### src/hw/rtl/rld_pkg.sv
// rld_pkg: shared types and constants for the rle literal/run decoder
// no dependencies; imported by the interfaces, rld_step and the top level

package rld_pkg;

  // width of the produced byte counter, the literal counter and the length limit
  localparam int LENGTH_BITS = 32;

  localparam int CFG_DATA_W   = 32;
  localparam int CFG_ADDR_W   = 3;
  localparam int BYTE_W       = 8;
  localparam int REPEAT_W     = 32;
  localparam int HDR_ACC_W    = 64;
  localparam int HDR_SHIFT_W  = 4;
  // index of the last header byte that still lands in the accumulator
  localparam int HDR_LAST     = 9;
  localparam int HDR_DIGIT_W  = 7;

  // configuration register indexes
  typedef enum logic [CFG_ADDR_W-3:0] {
    REG_EXPECTED_LENGTH = 1'b0,
    REG_UNMAPPED        = 1'b1
  } reg_index_t;

  typedef enum logic [1:0] {
    MODE_HEADER  = 2'd0,
    MODE_RUN     = 2'd1,
    MODE_LITERAL = 2'd2,
    MODE_ERROR   = 2'd3
  } mode_t;

  typedef enum logic [2:0] {
    ST_DATA     = 3'd0,
    ST_DONE     = 3'd1,
    ST_OVERFLOW = 3'd2,
    ST_ZERO     = 3'd3,
    ST_EXCEEDS  = 3'd4,
    ST_TRUNC    = 3'd5,
    ST_MISMATCH = 3'd6
  } status_t;

  typedef struct packed {
    mode_t                   mode;
    logic [HDR_ACC_W-1:0]    hdr_accum;
    logic [HDR_SHIFT_W-1:0]  hdr_shift;
    logic [LENGTH_BITS-1:0]  literal_left;
    logic [LENGTH_BITS-1:0]  produced;
    status_t                 err_code;
  } rld_state_t;

  typedef struct packed {
    logic                valid;
    logic [BYTE_W-1:0]   out_byte;
    logic [REPEAT_W-1:0] repeat_count;
    status_t             status;
  } rld_result_t;

endpackage

### src/hw/rtl/rld_in_if.sv
// rld_in_if: valid/ready channel carrying one encoded byte or an end marker
// depends on rld_pkg

interface rld_in_if import rld_pkg::*; ();
  logic              valid;
  logic              ready;
  logic [BYTE_W-1:0] enc_byte;
  logic              end_mark;

  modport source (output valid, output enc_byte, output end_mark, input ready);
  modport sink   (input valid, input enc_byte, input end_mark, output ready);
endinterface

### src/hw/rtl/rld_out_if.sv
// rld_out_if: valid/ready channel carrying one decoded byte/run or a status
// depends on rld_pkg

interface rld_out_if import rld_pkg::*; ();
  logic                valid;
  logic                ready;
  logic [BYTE_W-1:0]   out_byte;
  logic [REPEAT_W-1:0] repeat_count;
  status_t             status;

  modport source (output valid, output out_byte, output repeat_count, output status,
                  input ready);
  modport sink   (input valid, input out_byte, input repeat_count, input status,
                  output ready);
endinterface

### src/hw/rtl/rle_literal_run_decoder_unit.sv
// rle_literal_run_decoder_unit: top level of the byte rle decoder with varint headers
// depends on rld_pkg, rld_in_if, rld_out_if and rld_step
//
// Takes one encoded byte (or an end marker) per cycle while input ready is high,
// and returns at most one result per input transfer: a literal byte with
// repeat_count 1, a run byte with its repeat count, or a status (done, length
// mismatch, or an error). A result appears in the output register in the cycle
// after the input transfer; the output register is the only stage, so input ready
// stays high while that register is empty or being drained in the same cycle.
// After an error the decoder stays silent, also on the end marker, which always
// returns it to a fresh column. The expected column length lives at byte address
// 0x0 of the APB port and should be written only while the decoder is idle.

module rle_literal_run_decoder_unit import rld_pkg::*; (
  input  logic                   clk,
  input  logic                   rst_n,
  rld_in_if.sink                 in_ch,
  rld_out_if.source              out_ch,
  input  logic                   cfg_psel,
  input  logic                   cfg_penable,
  input  logic                   cfg_pwrite,
  input  logic [CFG_ADDR_W-1:0]  cfg_paddr,
  input  logic [CFG_DATA_W-1:0]  cfg_pwdata,
  output logic [CFG_DATA_W-1:0]  cfg_prdata,
  output logic                   cfg_pready
);

  logic [CFG_DATA_W-1:0] expected_length_r, expected_length_nxt;
  rld_state_t            state_r, state_nxt;
  rld_result_t           step_res;
  rld_result_t           res_r, res_nxt;
  reg_index_t            reg_idx;
  logic                  cfg_wr;
  logic                  in_fire;

  // configuration port
  assign reg_idx    = reg_index_t'(cfg_paddr[CFG_ADDR_W-1:2]);
  assign cfg_pready = 1'b1;
  assign cfg_wr     = cfg_psel && cfg_penable && cfg_pwrite && cfg_pready;

  always_comb begin
    expected_length_nxt = expected_length_r;
    if (cfg_wr && reg_idx == REG_EXPECTED_LENGTH) expected_length_nxt = cfg_pwdata;
  end

  always_comb begin
    case (reg_idx)
      REG_EXPECTED_LENGTH: cfg_prdata = expected_length_r;
      default:             cfg_prdata = '0;
    endcase
  end

  // decode step
  rld_step u_step (
    .cur_state       (state_r),
    .enc_byte        (in_ch.enc_byte),
    .end_mark        (in_ch.end_mark),
    .expected_length (expected_length_r),
    .nxt_state       (state_nxt),
    .result          (step_res)
  );

  assign in_ch.ready = !res_r.valid || out_ch.ready;
  assign in_fire     = in_ch.valid && in_ch.ready;

  always_comb begin
    res_nxt = res_r;
    if (in_fire) begin
      res_nxt = step_res;
    end else if (out_ch.ready) begin
      res_nxt.valid = 1'b0;
    end
  end

  always_ff @(posedge clk) begin
    if (!rst_n) begin
      expected_length_r <= '0;
      state_r           <= '0;
      res_r.valid       <= 1'b0;
    end else begin
      expected_length_r <= expected_length_nxt;
      if (in_fire) state_r <= state_nxt;
      res_r.valid <= res_nxt.valid;
    end
    res_r.out_byte     <= res_nxt.out_byte;
    res_r.repeat_count <= res_nxt.repeat_count;
    res_r.status       <= res_nxt.status;
  end

  assign out_ch.valid        = res_r.valid;
  assign out_ch.out_byte     = res_r.out_byte;
  assign out_ch.repeat_count = res_r.repeat_count;
  assign out_ch.status       = res_r.status;

  // an end marker always leaves a fresh column behind
  a_end_clears: assert property (@(posedge clk) disable iff (!rst_n)
    (in_fire && in_ch.end_mark) |=>
      (state_r.mode == MODE_HEADER && state_r.produced == '0 &&
       state_r.hdr_shift == '0))
    else $error("end marker did not clear the parse state");

  // status results carry no byte and no count
  a_status_empty: assert property (@(posedge clk) disable iff (!rst_n)
    (res_r.valid && res_r.status != ST_DATA) |->
      (res_r.out_byte == '0 && res_r.repeat_count == '0))
    else $error("status result carries payload");

  // error mode always holds the code of the error that caused it
  a_error_code: assert property (@(posedge clk) disable iff (!rst_n)
    (state_r.mode == MODE_ERROR) |->
      (state_r.err_code == ST_OVERFLOW || state_r.err_code == ST_ZERO ||
       state_r.err_code == ST_EXCEEDS))
    else $error("error mode without an error code");

  // literal and run modes always have bytes outstanding
  a_count_live: assert property (@(posedge clk) disable iff (!rst_n)
    (state_r.mode == MODE_LITERAL || state_r.mode == MODE_RUN) |->
      (state_r.literal_left != '0 && state_r.hdr_shift == '0))
    else $error("block body entered with no count");

endmodule

### src/hw/rtl/rld_step.sv
// rld_step: next-state and result logic for one encoded byte or end marker
// depends on rld_pkg; purely combinational, registered by the top level

module rld_step import rld_pkg::*; (
  input  rld_state_t             cur_state,
  input  logic [BYTE_W-1:0]      enc_byte,
  input  logic                   end_mark,
  input  logic [CFG_DATA_W-1:0]  expected_length,
  output rld_state_t             nxt_state,
  output rld_result_t            result
);

  logic [HDR_SHIFT_W-1:0] idx;
  logic [HDR_ACC_W-1:0]   accum_new;
  logic [HDR_ACC_W-2:0]   count;
  logic [LENGTH_BITS-1:0] cap;
  logic [LENGTH_BITS-1:0] limit;
  logic [LENGTH_BITS-1:0] headroom;
  logic                   hdr_more;
  logic                   hdr_ovf;
  logic                   cnt_zero;
  logic                   cnt_exceeds;
  logic                   len_match;
  mode_t                  nxt_mode;

  assign idx = (cur_state.hdr_shift > HDR_SHIFT_W'(HDR_LAST)) ?
               HDR_SHIFT_W'(HDR_LAST) : cur_state.hdr_shift;

  // seven payload bits per header byte; the last byte keeps only bit 0
  assign accum_new = cur_state.hdr_accum |
                     (HDR_ACC_W'(enc_byte[HDR_DIGIT_W-1:0]) << (6'(idx) * 6'd7));

  assign hdr_more = enc_byte[BYTE_W-1];
  assign hdr_ovf  = hdr_more && (idx == HDR_SHIFT_W'(HDR_LAST));
  assign count    = accum_new[HDR_ACC_W-1:1];
  assign cnt_zero = (count == '0);

  assign cap      = {LENGTH_BITS{1'b1}};
  assign limit    = (64'(expected_length) < 64'(cap)) ? LENGTH_BITS'(expected_length) : cap;
  assign headroom = limit - cur_state.produced;
  // a limit lowered below the produced count leaves no room to fail against
  assign cnt_exceeds = (limit >= cur_state.produced) &&
                       (count > (HDR_ACC_W-1)'(headroom));
  assign len_match   = (64'(cur_state.produced) == 64'(expected_length));

  // next mode
  always_comb begin
    nxt_mode = cur_state.mode;
    if (end_mark) begin
      nxt_mode = MODE_HEADER;
    end else begin
      case (cur_state.mode)
        MODE_HEADER: begin
          if (hdr_more) begin
            if (hdr_ovf) nxt_mode = MODE_ERROR;
          end else if (cnt_zero || cnt_exceeds) begin
            nxt_mode = MODE_ERROR;
          end else begin
            nxt_mode = accum_new[0] ? MODE_RUN : MODE_LITERAL;
          end
        end
        MODE_RUN: begin
          nxt_mode = MODE_HEADER;
        end
        MODE_LITERAL: begin
          if (cur_state.literal_left == LENGTH_BITS'(1)) nxt_mode = MODE_HEADER;
        end
        MODE_ERROR: begin
          nxt_mode = MODE_ERROR;
        end
        default: begin
          nxt_mode = MODE_HEADER;
        end
      endcase
    end
  end

  // datapath and result
  always_comb begin
    nxt_state      = cur_state;
    nxt_state.mode = nxt_mode;
    result         = '0;
    result.status  = ST_DATA;
    if (end_mark) begin
      nxt_state.hdr_accum    = '0;
      nxt_state.hdr_shift    = '0;
      nxt_state.literal_left = '0;
      nxt_state.produced     = '0;
      nxt_state.err_code     = ST_DATA;
      result.valid = (cur_state.mode != MODE_ERROR);
      if (cur_state.mode != MODE_HEADER || cur_state.hdr_shift != '0) begin
        result.status = ST_TRUNC;
      end else begin
        result.status = len_match ? ST_DONE : ST_MISMATCH;
      end
    end else begin
      case (cur_state.mode)
        MODE_HEADER: begin
          nxt_state.hdr_accum = accum_new;
          if (hdr_more) begin
            if (hdr_ovf) begin
              nxt_state.err_code = ST_OVERFLOW;
              result.valid       = 1'b1;
              result.status      = ST_OVERFLOW;
            end else begin
              nxt_state.hdr_shift = idx + HDR_SHIFT_W'(1);
            end
          end else if (cnt_zero) begin
            nxt_state.err_code = ST_ZERO;
            result.valid       = 1'b1;
            result.status      = ST_ZERO;
          end else if (cnt_exceeds) begin
            nxt_state.err_code = ST_EXCEEDS;
            result.valid       = 1'b1;
            result.status      = ST_EXCEEDS;
          end else begin
            nxt_state.literal_left = LENGTH_BITS'(count);
            nxt_state.hdr_accum    = '0;
            nxt_state.hdr_shift    = '0;
          end
        end
        MODE_RUN: begin
          nxt_state.produced     = cur_state.produced + cur_state.literal_left;
          nxt_state.literal_left = '0;
          result.valid           = 1'b1;
          result.out_byte        = enc_byte;
          result.repeat_count    = REPEAT_W'(cur_state.literal_left);
        end
        MODE_LITERAL: begin
          nxt_state.produced     = cur_state.produced + LENGTH_BITS'(1);
          nxt_state.literal_left = cur_state.literal_left - LENGTH_BITS'(1);
          result.valid           = 1'b1;
          result.out_byte        = enc_byte;
          result.repeat_count    = REPEAT_W'(1);
        end
        default: begin
          // error mode swallows bytes until the end marker
        end
      endcase
    end
  end

endmodule
### src/flat_wrapper.sv
// flat-port wrapper written by rule: the top's interface ports become plain ports
module rle_literal_run_decoder_unit_flat import rld_pkg::*;
  (clk, rst_n, cfg_psel, cfg_penable, cfg_pwrite, cfg_paddr, cfg_pwdata, cfg_prdata, cfg_pready, in_ch_valid, in_ch_enc_byte, in_ch_end_mark, in_ch_ready, out_ch_valid, out_ch_out_byte, out_ch_repeat_count, out_ch_status, out_ch_ready);
  rld_in_if in_ch_i ();
  rld_out_if out_ch_i ();
  input  logic clk;
  input  logic rst_n;
  input  logic cfg_psel;
  input  logic cfg_penable;
  input  logic cfg_pwrite;
  input  logic [CFG_ADDR_W-1:0] cfg_paddr;
  input  logic [CFG_DATA_W-1:0] cfg_pwdata;
  output logic [CFG_DATA_W-1:0] cfg_prdata;
  output logic cfg_pready;
  input wire logic [$bits(in_ch_i.valid)-1:0] in_ch_valid;
  input wire logic [$bits(in_ch_i.enc_byte)-1:0] in_ch_enc_byte;
  input wire logic [$bits(in_ch_i.end_mark)-1:0] in_ch_end_mark;
  output wire logic [$bits(in_ch_i.ready)-1:0] in_ch_ready;
  output wire logic [$bits(out_ch_i.valid)-1:0] out_ch_valid;
  output wire logic [$bits(out_ch_i.out_byte)-1:0] out_ch_out_byte;
  output wire logic [$bits(out_ch_i.repeat_count)-1:0] out_ch_repeat_count;
  output wire logic [$bits(out_ch_i.status)-1:0] out_ch_status;
  input wire logic [$bits(out_ch_i.ready)-1:0] out_ch_ready;
  assign in_ch_i.valid = in_ch_valid;
  assign in_ch_i.enc_byte = in_ch_enc_byte;
  assign in_ch_i.end_mark = in_ch_end_mark;
  assign in_ch_ready = in_ch_i.ready;
  assign out_ch_valid = out_ch_i.valid;
  assign out_ch_out_byte = out_ch_i.out_byte;
  assign out_ch_repeat_count = out_ch_i.repeat_count;
  assign out_ch_status = out_ch_i.status;
  assign out_ch_i.ready = out_ch_ready;
  rle_literal_run_decoder_unit u_core (.clk(clk), .rst_n(rst_n), .in_ch(in_ch_i), .out_ch(out_ch_i), .cfg_psel(cfg_psel), .cfg_penable(cfg_penable), .cfg_pwrite(cfg_pwrite), .cfg_paddr(cfg_paddr), .cfg_pwdata(cfg_pwdata), .cfg_prdata(cfg_prdata), .cfg_pready(cfg_pready));
endmodule
### config.mk
export PLATFORM = sky130hd
export DESIGN_NAME = rle_literal_run_decoder_unit_flat
export DESIGN_NICKNAME = d
export VERILOG_FILES = /design/src/hw/rtl/rld_pkg.sv /design/src/hw/rtl/rld_in_if.sv /design/src/hw/rtl/rld_out_if.sv /design/src/hw/rtl/rle_literal_run_decoder_unit.sv /design/src/hw/rtl/rld_step.sv /design/src/flat_wrapper.sv
export SDC_FILE = /design/constraint.sdc
export NUM_CORES = 1
export LEC_CHECK = 0
export BUFFER_PORTS_ARGS = -buffer_cell sky130_fd_sc_hd__buf_2
export CAP_MARGIN = 20
export CORE_MARGIN = 3
export CORE_UTILIZATION = 43
export CTS_CLUSTER_DIAMETER = 150
export CTS_CLUSTER_SIZE = 10
export DETAILED_ROUTE_END_ITERATION = 7
export SETUP_SLACK_MARGIN = 0.3
export SLEW_MARGIN = 20
export SYNTH_ARGS = -nofsm -noshare
export SYNTH_HDL_FRONTEND = slang
export SYNTH_SLANG_ARGS = --single-unit
### constraint.sdc
create_clock -name clk -period 6.2 [get_ports clk]
set_input_delay 0 -clock clk [delete_from_list [all_inputs] [get_ports clk]]
set_output_delay 0 -clock clk [all_outputs]
set_load 0.01 [all_outputs]
== Word level (Yosys, flattened, before mapping) ==
Index checks and enable logic that the tools add are counted.
Widths: inputs -> output; s select.

* Register bits: 210
* Latch bits: 0
* RAM bits: 0
* Bits in read-only memories: 0
* Input bits: 51
* Word-level logic and storage cells: 104
* Memories: 0

* Add/sub/neg operators: 5
* Multiply operators: 1
* Divide/modulo/power cells: 0
* Magnitude comparators: 4
* Equality and inequality tests: 15
* Shifts and indexed selects: 1
* Muxes and demuxes: 42
* Bitwise gates (word level): 2
* Reduce and logical (&&, ||, !) cells: 24

{| class="wikitable"
|+ Operators by type and width
! operator !! number
|-
| $mux 100 || 2
|-
| $mux 135 || 1
|-
| $mux 32 || 3
|-
| $pmux 32 s3 || 1
|-
| $pmux 40 s2 || 1
|-
| $mux 68 || 1
|-
| $mux 64 || 1
|-
| $or 64x64->64 || 1
|-
| $pmux 32 s2 || 1
|-
| $shl 7x6->64 || 1
|-
| $gt 63x32->1 || 1
|-
| $logic_not 63->1 || 1
|-
| $mux 3 || 12
|-
| $add 32x1->32 const B || 1
|-
| $add 32x32->32 || 1
|-
| $eq 32x1->1 const B || 1
|-
| $eq 32x32->1 || 1
|-
| $ge 32x32->1 || 1
|-
| $lt 32x32->1 const B || 1
|-
| $sub 32x1->32 const B || 1
|-
| $sub 32x32->32 || 1
|-
| $ne 3x3->1 const B || 7
|-
| $mux 2 || 7
|-
| $mux 4 || 3
|-
| 23 further kinds || 42
|}

== Depth between registers and ports, before layout ==
Gate-level depths: netlist of the first run.

* Depth after elaboration: 13
* Depth in mapped cells: 31
* Gate-level depth less buffers: 27

== Modules after synthesis ==
A second synthesis of the first run with hierarchy kept.

* Cell total of the unflattened synthesis: 2378
* Area total of the unflattened synthesis: 18056.1 um^2

{| class="wikitable"
|+ Modules (own cells, without submodules)
! module !! times used !! cells each !! area each (um^2) !! sequential area each (um^2)
|-
| rld_step || 1 || 1556 || 9903.2 || 0.0
|-
| rle_literal_run_decoder_unit || 1 || 822 || 8152.8 || 4694.5
|}

== Least setup slack after synthesis of the first run ==
Ideal clock, no wire load.

* Path kind: flip-flop to flip-flop
* From: reg u_core.state_r[70] (netlist name)
* To: reg u_core.state_r[65] (netlist name)
* Arrival: 5.946 ns
* Required time: 6.133 ns
* Slack: 0.187 ns
* Stages on the path, launching flop included: 29
* Cells stage by stage: dfxtp_1 -> buf_2 -> buf_1 -> nand2b_1 -> inv_1 -> fa_1 -> inv_1 -> fa_1 -> xor2_1 -> nand2b_1 -> nor3_1 -> a31o_2 -> a21oi_1 -> inv_1 -> ha_1 -> a211oi_1 -> nor2_1 -> nor4_1 -> o21bai_1 -> a21oi_1 -> a311oi_1 -> o21a_1 -> o221a_1 -> buf_2 -> or4_1 -> clkbuf_2 -> buf_6 -> a211o_1 -> a21oi_2

* Cells in the longest elaborated chain, start to end: 10
* Elaborated cells between the ends (all ways): 16

{| class="wikitable"
|+ RTL lines
! item !! RTL line !! RTL
|-
| start, declared || rle_literal_run_decoder_unit.sv:29 || <nowiki>rld_state_t state_r, state_nxt;</nowiki>
|-
| start signal, assigned || rle_literal_run_decoder_unit.sv:82 || <nowiki>if (in_fire) state_r <= state_nxt;</nowiki>
|-
| $gt 4x4->1 || rld_step.sv:26 || <nowiki>assign idx = (cur_state.hdr_shift > HDR_SHIFT_W'(HDR_LAST)) ?</nowiki>
|-
| $mux 4 (*) || rld_step.sv:26 ||
|-
| $mul 4x3->6 (*) || rld_step.sv:31 || <nowiki>(HDR_ACC_W'(enc_byte[HDR_DIGIT_W-1:0]) << (6'(idx) * 6'd7));</nowiki>
|-
| $shl 7x6->64 (*) || rld_step.sv:31 ||
|-
| $or 64x64->64 (*) || rld_step.sv:30 || <nowiki>assign accum_new = cur_state.hdr_accum |</nowiki>
|-
| branches (longest 5 deep; another with $gt 63x32->1) || n/a ||
|}

Mark *: on every way between the ends. The select of a mux whose other input is x is not followed.
A chain may end at the register's enable or synchronous reset.

== Worst setup path in the final report of the first run ==
* From: reg u_core.state_r[69] (netlist name)
* To: reg u_core.state_r[117] (netlist name)

* Cells in the longest elaborated chain, start to end: 12
* Elaborated cells between the ends (all ways): 13

{| class="wikitable"
|+ RTL lines
! item !! RTL line !! RTL
|-
| $gt 4x4->1 || rld_step.sv:26 ||
|-
| $mux 4 (*) || rld_step.sv:26 ||
|-
| $mul 4x3->6 (*) || rld_step.sv:31 ||
|-
| $shl 7x6->64 (*) || rld_step.sv:31 ||
|-
| $or 64x64->64 (*) || rld_step.sv:30 ||
|-
| $gt 63x32->1 || rld_step.sv:43 || <nowiki>(count > (HDR_ACC_W-1)'(headroom));</nowiki>
|-
| $logic_and 1x1->1 || rld_step.sv:42 || <nowiki>assign cnt_exceeds = (limit >= cur_state.produced) &&</nowiki>
|-
| $mux 100 || rld_step.sv:112 || <nowiki>end else if (cnt_exceeds) begin</nowiki>
|-
| $mux 100 || rld_step.sv:108 || <nowiki>end else if (cnt_zero) begin</nowiki>
|-
| $mux 64 (*) || rld_step.sv:100 || <nowiki>if (hdr_more) begin</nowiki>
|-
| $mux 68 (*) || rld_step.sv:97 || <nowiki>case (cur_state.mode)</nowiki>
|-
| $mux 135 (*) || rld_step.sv:84 || <nowiki>if (end_mark) begin</nowiki>
|}

Every way passes the cells marked *; elsewhere a longest branch is shown, timed or not. The select of a mux whose other input is x is not followed.

==> results of run 1 <==
## logic make-up (layout without fill, tap and decap cells)
family	after synthesis	in the layout	share of synthesized area [%]
adders and majority gates	113	113	9.58
AOI/OAI and AO/OA	577	577	25.6
buffers and inverters	230	437	5.91
xor gates and xnor gates	105	105	6.07
DFF	210	210	30.6
muxes	11	11	0.941
and+or+nand+nor	625	625	21.2
other	1	1	0.0248
## where the power goes
| group | total (mW) | switching [mW] | leakage (nW) | internal [mW] |
|---|---|---|---|---|
| sequential | 1.47 | 0.0371 | 1.79 | 1.43 |
| clock | 1.28 | 0.577 | 0.312 | 0.700 |
| combinational | 0.990 | 0.594 | 5.93 | 0.396 |
| total | 3.73 | 1.21 | 8.02 | 2.53 |
## layer usage
layer	vias to the layer above	global-route usage, %	share of wire (%)
li1	7212	-	-
met1	7241	35.5	42
met2	638	43.8	45
met3	123	3.21	6.6
met4	0	14.5	5.9
met5	-	0	0
## how the worst max path moves through the flow
stage                                      from             endpoint  slack, ns
floorplan                    u_core.state_r[70]   u_core.state_r[65]       0.30
global placement             u_core.state_r[70]  u_core.state_r[109]       0.19
detailed placement  u_core.expected_length_r[0]   u_core.state_r[35]      -0.05
CTS                 u_core.expected_length_r[0]  u_core.state_r[117]       0.31
global route                 u_core.state_r[69]  u_core.state_r[109]       0.27
finish                       u_core.state_r[69]  u_core.state_r[117]       0.53
## sequential cells by signal, summed over array words and instances, names as in the netlist
signal / count
u_core.state_r: 134
u_core.expected_length_r: 32
u_core.out_ch.repeat_count: 32
u_core.out_ch.out_byte: 8
u_core.out_ch.status: 3
u_core.out_ch.valid: 1
## critical path: cells and delay by family, from the launching register on
family | cells | cell delay (ns)
xor+xnor | 1 | 0.16
simple gates | 6 | 0.86
flops | 1 | 0.35
compound gates | 8 | 1.74
buf+inv | 8 | 1.11
fa+ha+maj | 4 | 1.30
## cell usage after synthesis (16+ instances only)
cell	instances	share of area (%)
a22o_1	37	2.1
nor2_1	103	2.6
a21oi_1	158	5.2
clkbuf_1	111	2.8
xnor2_1	74	4.3
nor4_1	24	0.99
inv_1	102	2.5
xor2_1	31	1.8
o21ai_0	107	3.5
edfxtp_1	43	8.5
o31ai_1	28	1.4
nand2b_1	17	0.70
ha_1	108	8.9
o211ai_1	16	0.79
and2_1	44	1.8
nand4_1	37	1.5
a22oi_1	20	0.99
nand2_1	164	4.1
a21o_1	52	2.6
dfxtp_1	167	22
nor2b_1	79	3.3
and3_1	16	0.66
nor3_1	36	1.2
nand3_1	54	1.8
a31oi_1	16	0.66
## stage by stage
stage	instance area [µm²]	TNS, ns	hold WS (ns)	cells	power, mW
floorplan	15200	0	0.0464	1872	2.12
global placement	16800	0	0.242	2445	2.40
detailed placement	16800	-0.241	0.246	2445	2.41
CTS	17900	0	0.0641	2522	3.72
global route	18300	0	0.111	2534	3.90
finish	18300	0	0.0819	2534	3.73
## timing repair
item	CTS	global route
gates resized for setup	13	65
cloned	0	3
hold buffers	43	0
pin swaps	2	14
endpoints found under the hold margin	46	0
setup endpoints to repair	98	102
buffers inserted	1	9
## area by class of cell
| type | count | area (µm²) | area share [%] |
|---|---|---|---|
| Sequential cell | 210 | 4640 | 25.3 |
| Clock buffer | 32 | 631 | 3.44 |
| Timing Repair Buffer | 299 | 2140 | 11.7 |
| Tap cell | 455 | 569 | 3.11 |
| Clock inverter | 1 | 16.3 | 0.0888 |
| Inverter | 105 | 394 | 2.15 |
| Multi-Input combinational cell | 1432 | 9930 | 54.2 |
## placed cells by master, fill, tap and decap left out, drive strengths merged, types with 26 or more instances in the layout
master,netlist,final
nand2,164,164
buf,13,254
clkbuf,112,34
edfxtp,43,43
dlygate4sd3,0,43
o21ai,111,111
xnor2,74,74
a21o,52,52
nor2,103,103
nor4,26,26
nor3,37,37
o31ai,29,29
inv,102,102
a21oi,159,159
nand3,54,54
ha,108,108
and2,45,45
dfxtp,167,167
xor2,31,31
nand4,37,37
a22o,37,37
nor2b,79,79
==> summary.md, run 1 <==
| Metric | Value |
|---|---|
| Status | `finished clean` |
| Peak VDD IR | `0.000199 V` |
| Die Ht | `194 µm` |
| Fillers | `3351` |
| Pre-CTS setup slack | `-0.0485 ns` |
| Flop-to-flop setup slack | `0.53 ns` |
| Cells after Synth | `1872` |
| Port bufs | `125` |
| Synth unique cells | `87` |
| Worst-path fanout max | `8` |
| Core Region | `0.0346 mm²` |
| Clock buffer depth | `3` |
| Fin. Hold Viols | `0` |
| CP Data Required Time | `6.63 ns` |
| Die area | `0.0375 mm²` |
| Slowest stage delay, CP | `0.44 ns` |
| Via density | `6.00` |
| Routed WL per cell | `21.3 µm` |
| Warnings from Yosys | `0` |
| Reg-to-reg endpoint | `u_core.state_r[117]` |
| Clk sink count | `210` |
| Max Freq | `0.176 GHz` |
| Number of synthesized flops with an enable pin | `43` |
| Initial antenna violation count | `0` |
| Slowest-stage cell, CP | `fa_2` |
| Hold Startpoint | `cfg_penable` |
| CTS clk-pin slew, worst paths | `0.06 ns` |
| Synthesis-to-finish area growth | `20.9%` |
| CP endpoint kind | `flop` |
| Hpwl dp | `40700 µm` |
| Vias in the first global route | `14700` |
| Placer Congestion | `0.967` |
| R2R Path Start | `u_core.state_r[69]` |
| Total number of vias | `15200` |
| Critical path class | `flop to flop` |
| CTS tree | `yes` |
| Starting Density | `43.8%` |
| Area of the mapped netlist | `0.0152 mm²` |
| Diodes inserted | `0` |
| Final WL | `53900 µm` |
| Syn Area/Cell | `8.09 µm²` |
| Worst Path Arrival | `6.10 ns` |
| Startpoint Class | `flop` |
| Final Cycle Share | `91.5%` |
| Max-Slew Margin vs Limit | `35.1%` |
| Synth Net Count | `2036` |
| Power per cell area | `204 mW/mm²` |
| Final count of pins violating max slew | `0` |
| Seq/Total Area, Yosys | `30.6%` |
| End of the worst hold path | `u_core.expected_length_r[0]` |
| First-pass GRT wire length | `82300 µm` |
| Core Rows | `68` |
| Skew final | `0.0157 ns` |
| Largest net degree at the start of global routing | `63` |
| Minimum clock period | `5.67 ns` |
| Number of synthesized register bits | `210` |
| Hold depth | `5` |
| Fin util | `52.9%` |
| Skew-Pair Late Insertion Delay | `0.55 ns` |
| Layout cell share with drive strength beyond 1 | `18.2%` |
| DRC | `0` |
| Initial drt markers | `1103` |
| Unrepaired setup endpoints after global routing | `no` |
| Max-cap violations | `0` |
| Worst Tran Pin Value | `0.973 ns` |
| ANT nets after route | `0` |
| Tot GR Track Use | `27.1%` |
| Async SR Flop Fraction | `0%` |
| Root buf cell | `clkbuf_16` |
| Setup WS post-layout | `0.526 ns` |
| Io pins | `129` |
| Main flop type after synthesis | `dfxtp_1` |
| Nets@finish | `2236` |
| H-tree Lvls | `1` |
| Worst Reg-to-Reg Cells | `27` |
| Final setup fails | `0` |
| Leakage | `8.02 nW` |
| Grt total ovfl | `0` |
| Num CTS Buffers | `24` |
| Die X | `194 µm` |
| Worst min path class | `input pin to flop` |
| Drt pass-1 iters | `5` |
Power figures use the tool's default switching activity.
==> run 2: changes to the inputs <==
==> constraint.sdc (replaced) <==
create_clock -name clk -period 6.2 [get_ports clk]
set_input_delay 1.24 -clock clk [delete_from_list [all_inputs] [get_ports clk]]
set_output_delay 1.24 -clock clk [all_outputs]
set_load 0.01 [all_outputs]
==> summary.md, run 2 (synthesis gave the netlist of run 1 again) <==
| Metric | Value |
|---|---|
| Peak VDD IR | `0.000194 V (-2.8%)` |
| Final WL | `53100 µm (-1.5%)` |
| Critical Path End | `u_core.state_r[65]` |
| Synthesis-to-finish area growth | `18.5%` |
| Most common cell after layout, fill and taps aside | `dfxtp_1` |
| Crit path depth | `26 (-3.7%)` |
| Biggest register | `u_core.state_r` |
| Initial antenna violation count | `0 (unchanged)` |
| Top cell family by delay on the critical path | `compound AO/OA/AOI/OAI gates` |
| CP startpoint | `u_core.state_r[69]` |
| Tot GR Track Use | `26.9% (-0.19 points)` |
| Placer Congestion | `0.957 (-1.0%)` |
| CP Data Required Time | `6.68 ns (+0.05 ns)` |
| Clk sink count | `210 (unchanged)` |
| Routed WL per cell | `21.2 µm (-0.20%)` |
| Final Cycle Share | `92.5% (+1.0 points)` |
| Die area | `0.0375 mm² (unchanged)` |
| Nets@finish | `2204 (-1.4%)` |
| Diodes inserted | `0 (unchanged)` |
| Worst min path class | `flop to flop` |
| CP endpoint kind | `flop` |
| Reg-to-reg endpoint | `u_core.state_r[65]` |
| Skew-Pair Late Insertion Delay | `0.55 ns (about the same)` |
| Via density | `5.98 (-0.39%)` |
| Max-cap violations | `0 (unchanged)` |
| Die Ht | `194 µm (unchanged)` |
| Max-Slew Margin vs Limit | `35.3% (+0.22 points)` |
| Layout cell share with drive strength beyond 1 | `18.9% (+0.73 points)` |
| Fillers | `3355 (+0.12%)` |
| Final setup fails | `0 (unchanged)` |
| Critical path class | `flop to flop` |
| Initial drt markers | `1196 (+8.4%)` |
| Power per cell area | `207 mW/mm² (+1.4%)` |
| Skew final | `0.0329 ns (+0.0172 ns)` |
| Hold depth | `2 (-3)` |
| Overall Power | `3.71 mW (-0.64%)` |
| Number of flip-flops under the largest register name | `134 (unchanged)` |
| Io pins | `129 (unchanged)` |
| Drt pass-1 iters | `5 (unchanged)` |
| Multi-input logic area | `0.00992 mm² (about the same)` |
| R2R Path Start | `u_core.state_r[69]` |
| Root buf cell | `clkbuf_16` |
| Top Registers | `u_core.state_r x134, u_core.expected_length_r x32, u_core.out_ch.repeat_count x32` |
| Setup TNS | `0 ns (unchanged)` |
| Worst-path fanout max | `7 (-1)` |
| Total number of vias | `15000 (-1.7%)` |
| Most frequent cells in the layout | `dfxtp_1 (165), nand2_1 (160), a21oi_1 (147), buf_4 (130), buf_2 (125)` |
| Unrepaired setup endpoints after global routing | `yes` |
| Reg area | `0.00464 mm² (unchanged)` |
| Startpoint Class | `flop` |
| Met3 usage | `3.72% (+0.50 points)` |
| Buf/Inv on CP | `6 (-2)` |
| H-tree Lvls | `1 (unchanged)` |
| Core Region | `0.0346 mm² (unchanged)` |
| Worst Reg-to-Reg Cells | `26 (-3.7%)` |
| Largest net degree at the start of global routing | `63 (unchanged)` |
| Worst Tran Pin Value | `0.969 ns (-0.00329 ns)` |
| Slowest-stage cell, CP | `fa_2` |
| Core Rows | `68 (unchanged)` |
| Flop-to-flop setup slack | `0.46 ns (-0.06 ns)` |
| Slowest stage delay, CP | `0.65 ns (+0.21 ns)` |
| GR Util met2 | `44.2% (+0.42 points)` |
| GR peak layer | `met2` |
| Final count of pins violating max slew | `0 (unchanged)` |
| Vias in the first global route | `14200 (-3.2%)` |
| Hpwl dp | `40600 µm (-0.13%)` |
| Minimum clock period | `5.74 ns (+0.0639 ns)` |
| CTS clk-pin slew, worst paths | `0.07 ns (about the same)` |
| Die X | `194 µm (unchanged)` |
| Status | `finished clean` |
| Clock buffer depth | `3 (unchanged)` |
| Worst Path Arrival | `6.22 ns (+0.12 ns)` |
| Num CTS Buffers | `24 (unchanged)` |
| ANT nets after route | `0 (unchanged)` |
| Port bufs | `125 (unchanged)` |
| First-pass GRT wire length | `81600 µm (-0.87%)` |
| CTS tree | `yes` |
| Leakage | `7.90 nW (-1.5%)` |
| Starting Density | `43.8% (unchanged)` |
| Fin. Hold Viols | `0 (unchanged)` |
| Grt total ovfl | `0 (unchanged)` |
| DRC | `0 (unchanged)` |
| Met1 GRT Util | `35.9% (+0.32 points)` |
| Max Freq | `0.174 GHz (-1.1%)` |
run 2: per-layer routing:
layer	vias to the layer above	share of wire, %
li1	7118	-
met1	7159	43
met2	561	46
met3	119	6.4
met4	0	4.6
met5	-	0
run 2: timing repair:
action,in CTS,in global routing
resized for setup,9,64
endpoints found under the setup margin,101,102
gates cloned,0,0
pin swaps,4,23
hold buffers,0,0
buffers inserted,2,16
run 2: how the worst min path moves through the flow:
stage,from,endpoint,slack [ns]
after global routing,u_core.state_r[119],u_core.state_r[119],0.47
final,u_core.state_r[81],u_core.state_r[81],0.46
after detailed placement,u_core.state_r[119],u_core.state_r[119],0.44
after CTS,u_core.state_r[119],u_core.state_r[119],0.46
after global placement,u_core.state_r[81],u_core.state_r[81],0.44
after floorplan,u_core.state_r[131],u_core.state_r[131],0.42
run 2: tightest hold or removal path, delay by kind of cell, from the launching register on:
| family | cells | cell delay (ns) |
|---|---|---|
| AOI/OAI and AO/OA | 1 | 0.06 |
| and+or+nand+nor | 1 | 0.04 |
| DFF | 1 | 0.32 |
run 2: area by class of cell:
| class | count | area share, % |
|---|---|---|
| multi-input cells | 1432 | 55.2 |
| inverters | 105 | 2.20 |
| repair buffers | 267 | 9.97 |
| clock inverters | 1 | 0.0906 |
| well taps | 455 | 3.17 |
| flip-flops and latches | 210 | 25.8 |
| clock buffers | 31 | 3.49 |
run 2: power by group:
part | leakage [nW] | internal (mW) | switching, mW
registers | 1.79 | 1.43 | 0.0370
logic | 5.81 | 0.387 | 0.594
clock network | 0.311 | 0.698 | 0.564
total | 7.90 | 2.51 | 1.20
run 2: metrics by stage:
stage	cells	util, %	area [µm²]	hold slack (ns)	worst slack (ns)
after global placement	2451	48.6	16800	0.436	0.101
after global routing	2501	51.8	18000	0.473	0.234
final	2501	51.8	18000	0.457	0.462
after detailed placement	2451	48.6	16800	0.443	0.0578
after floorplan	1872	-	15200	0.424	0.303
after CTS	2485	50.7	17500	0.457	0.310
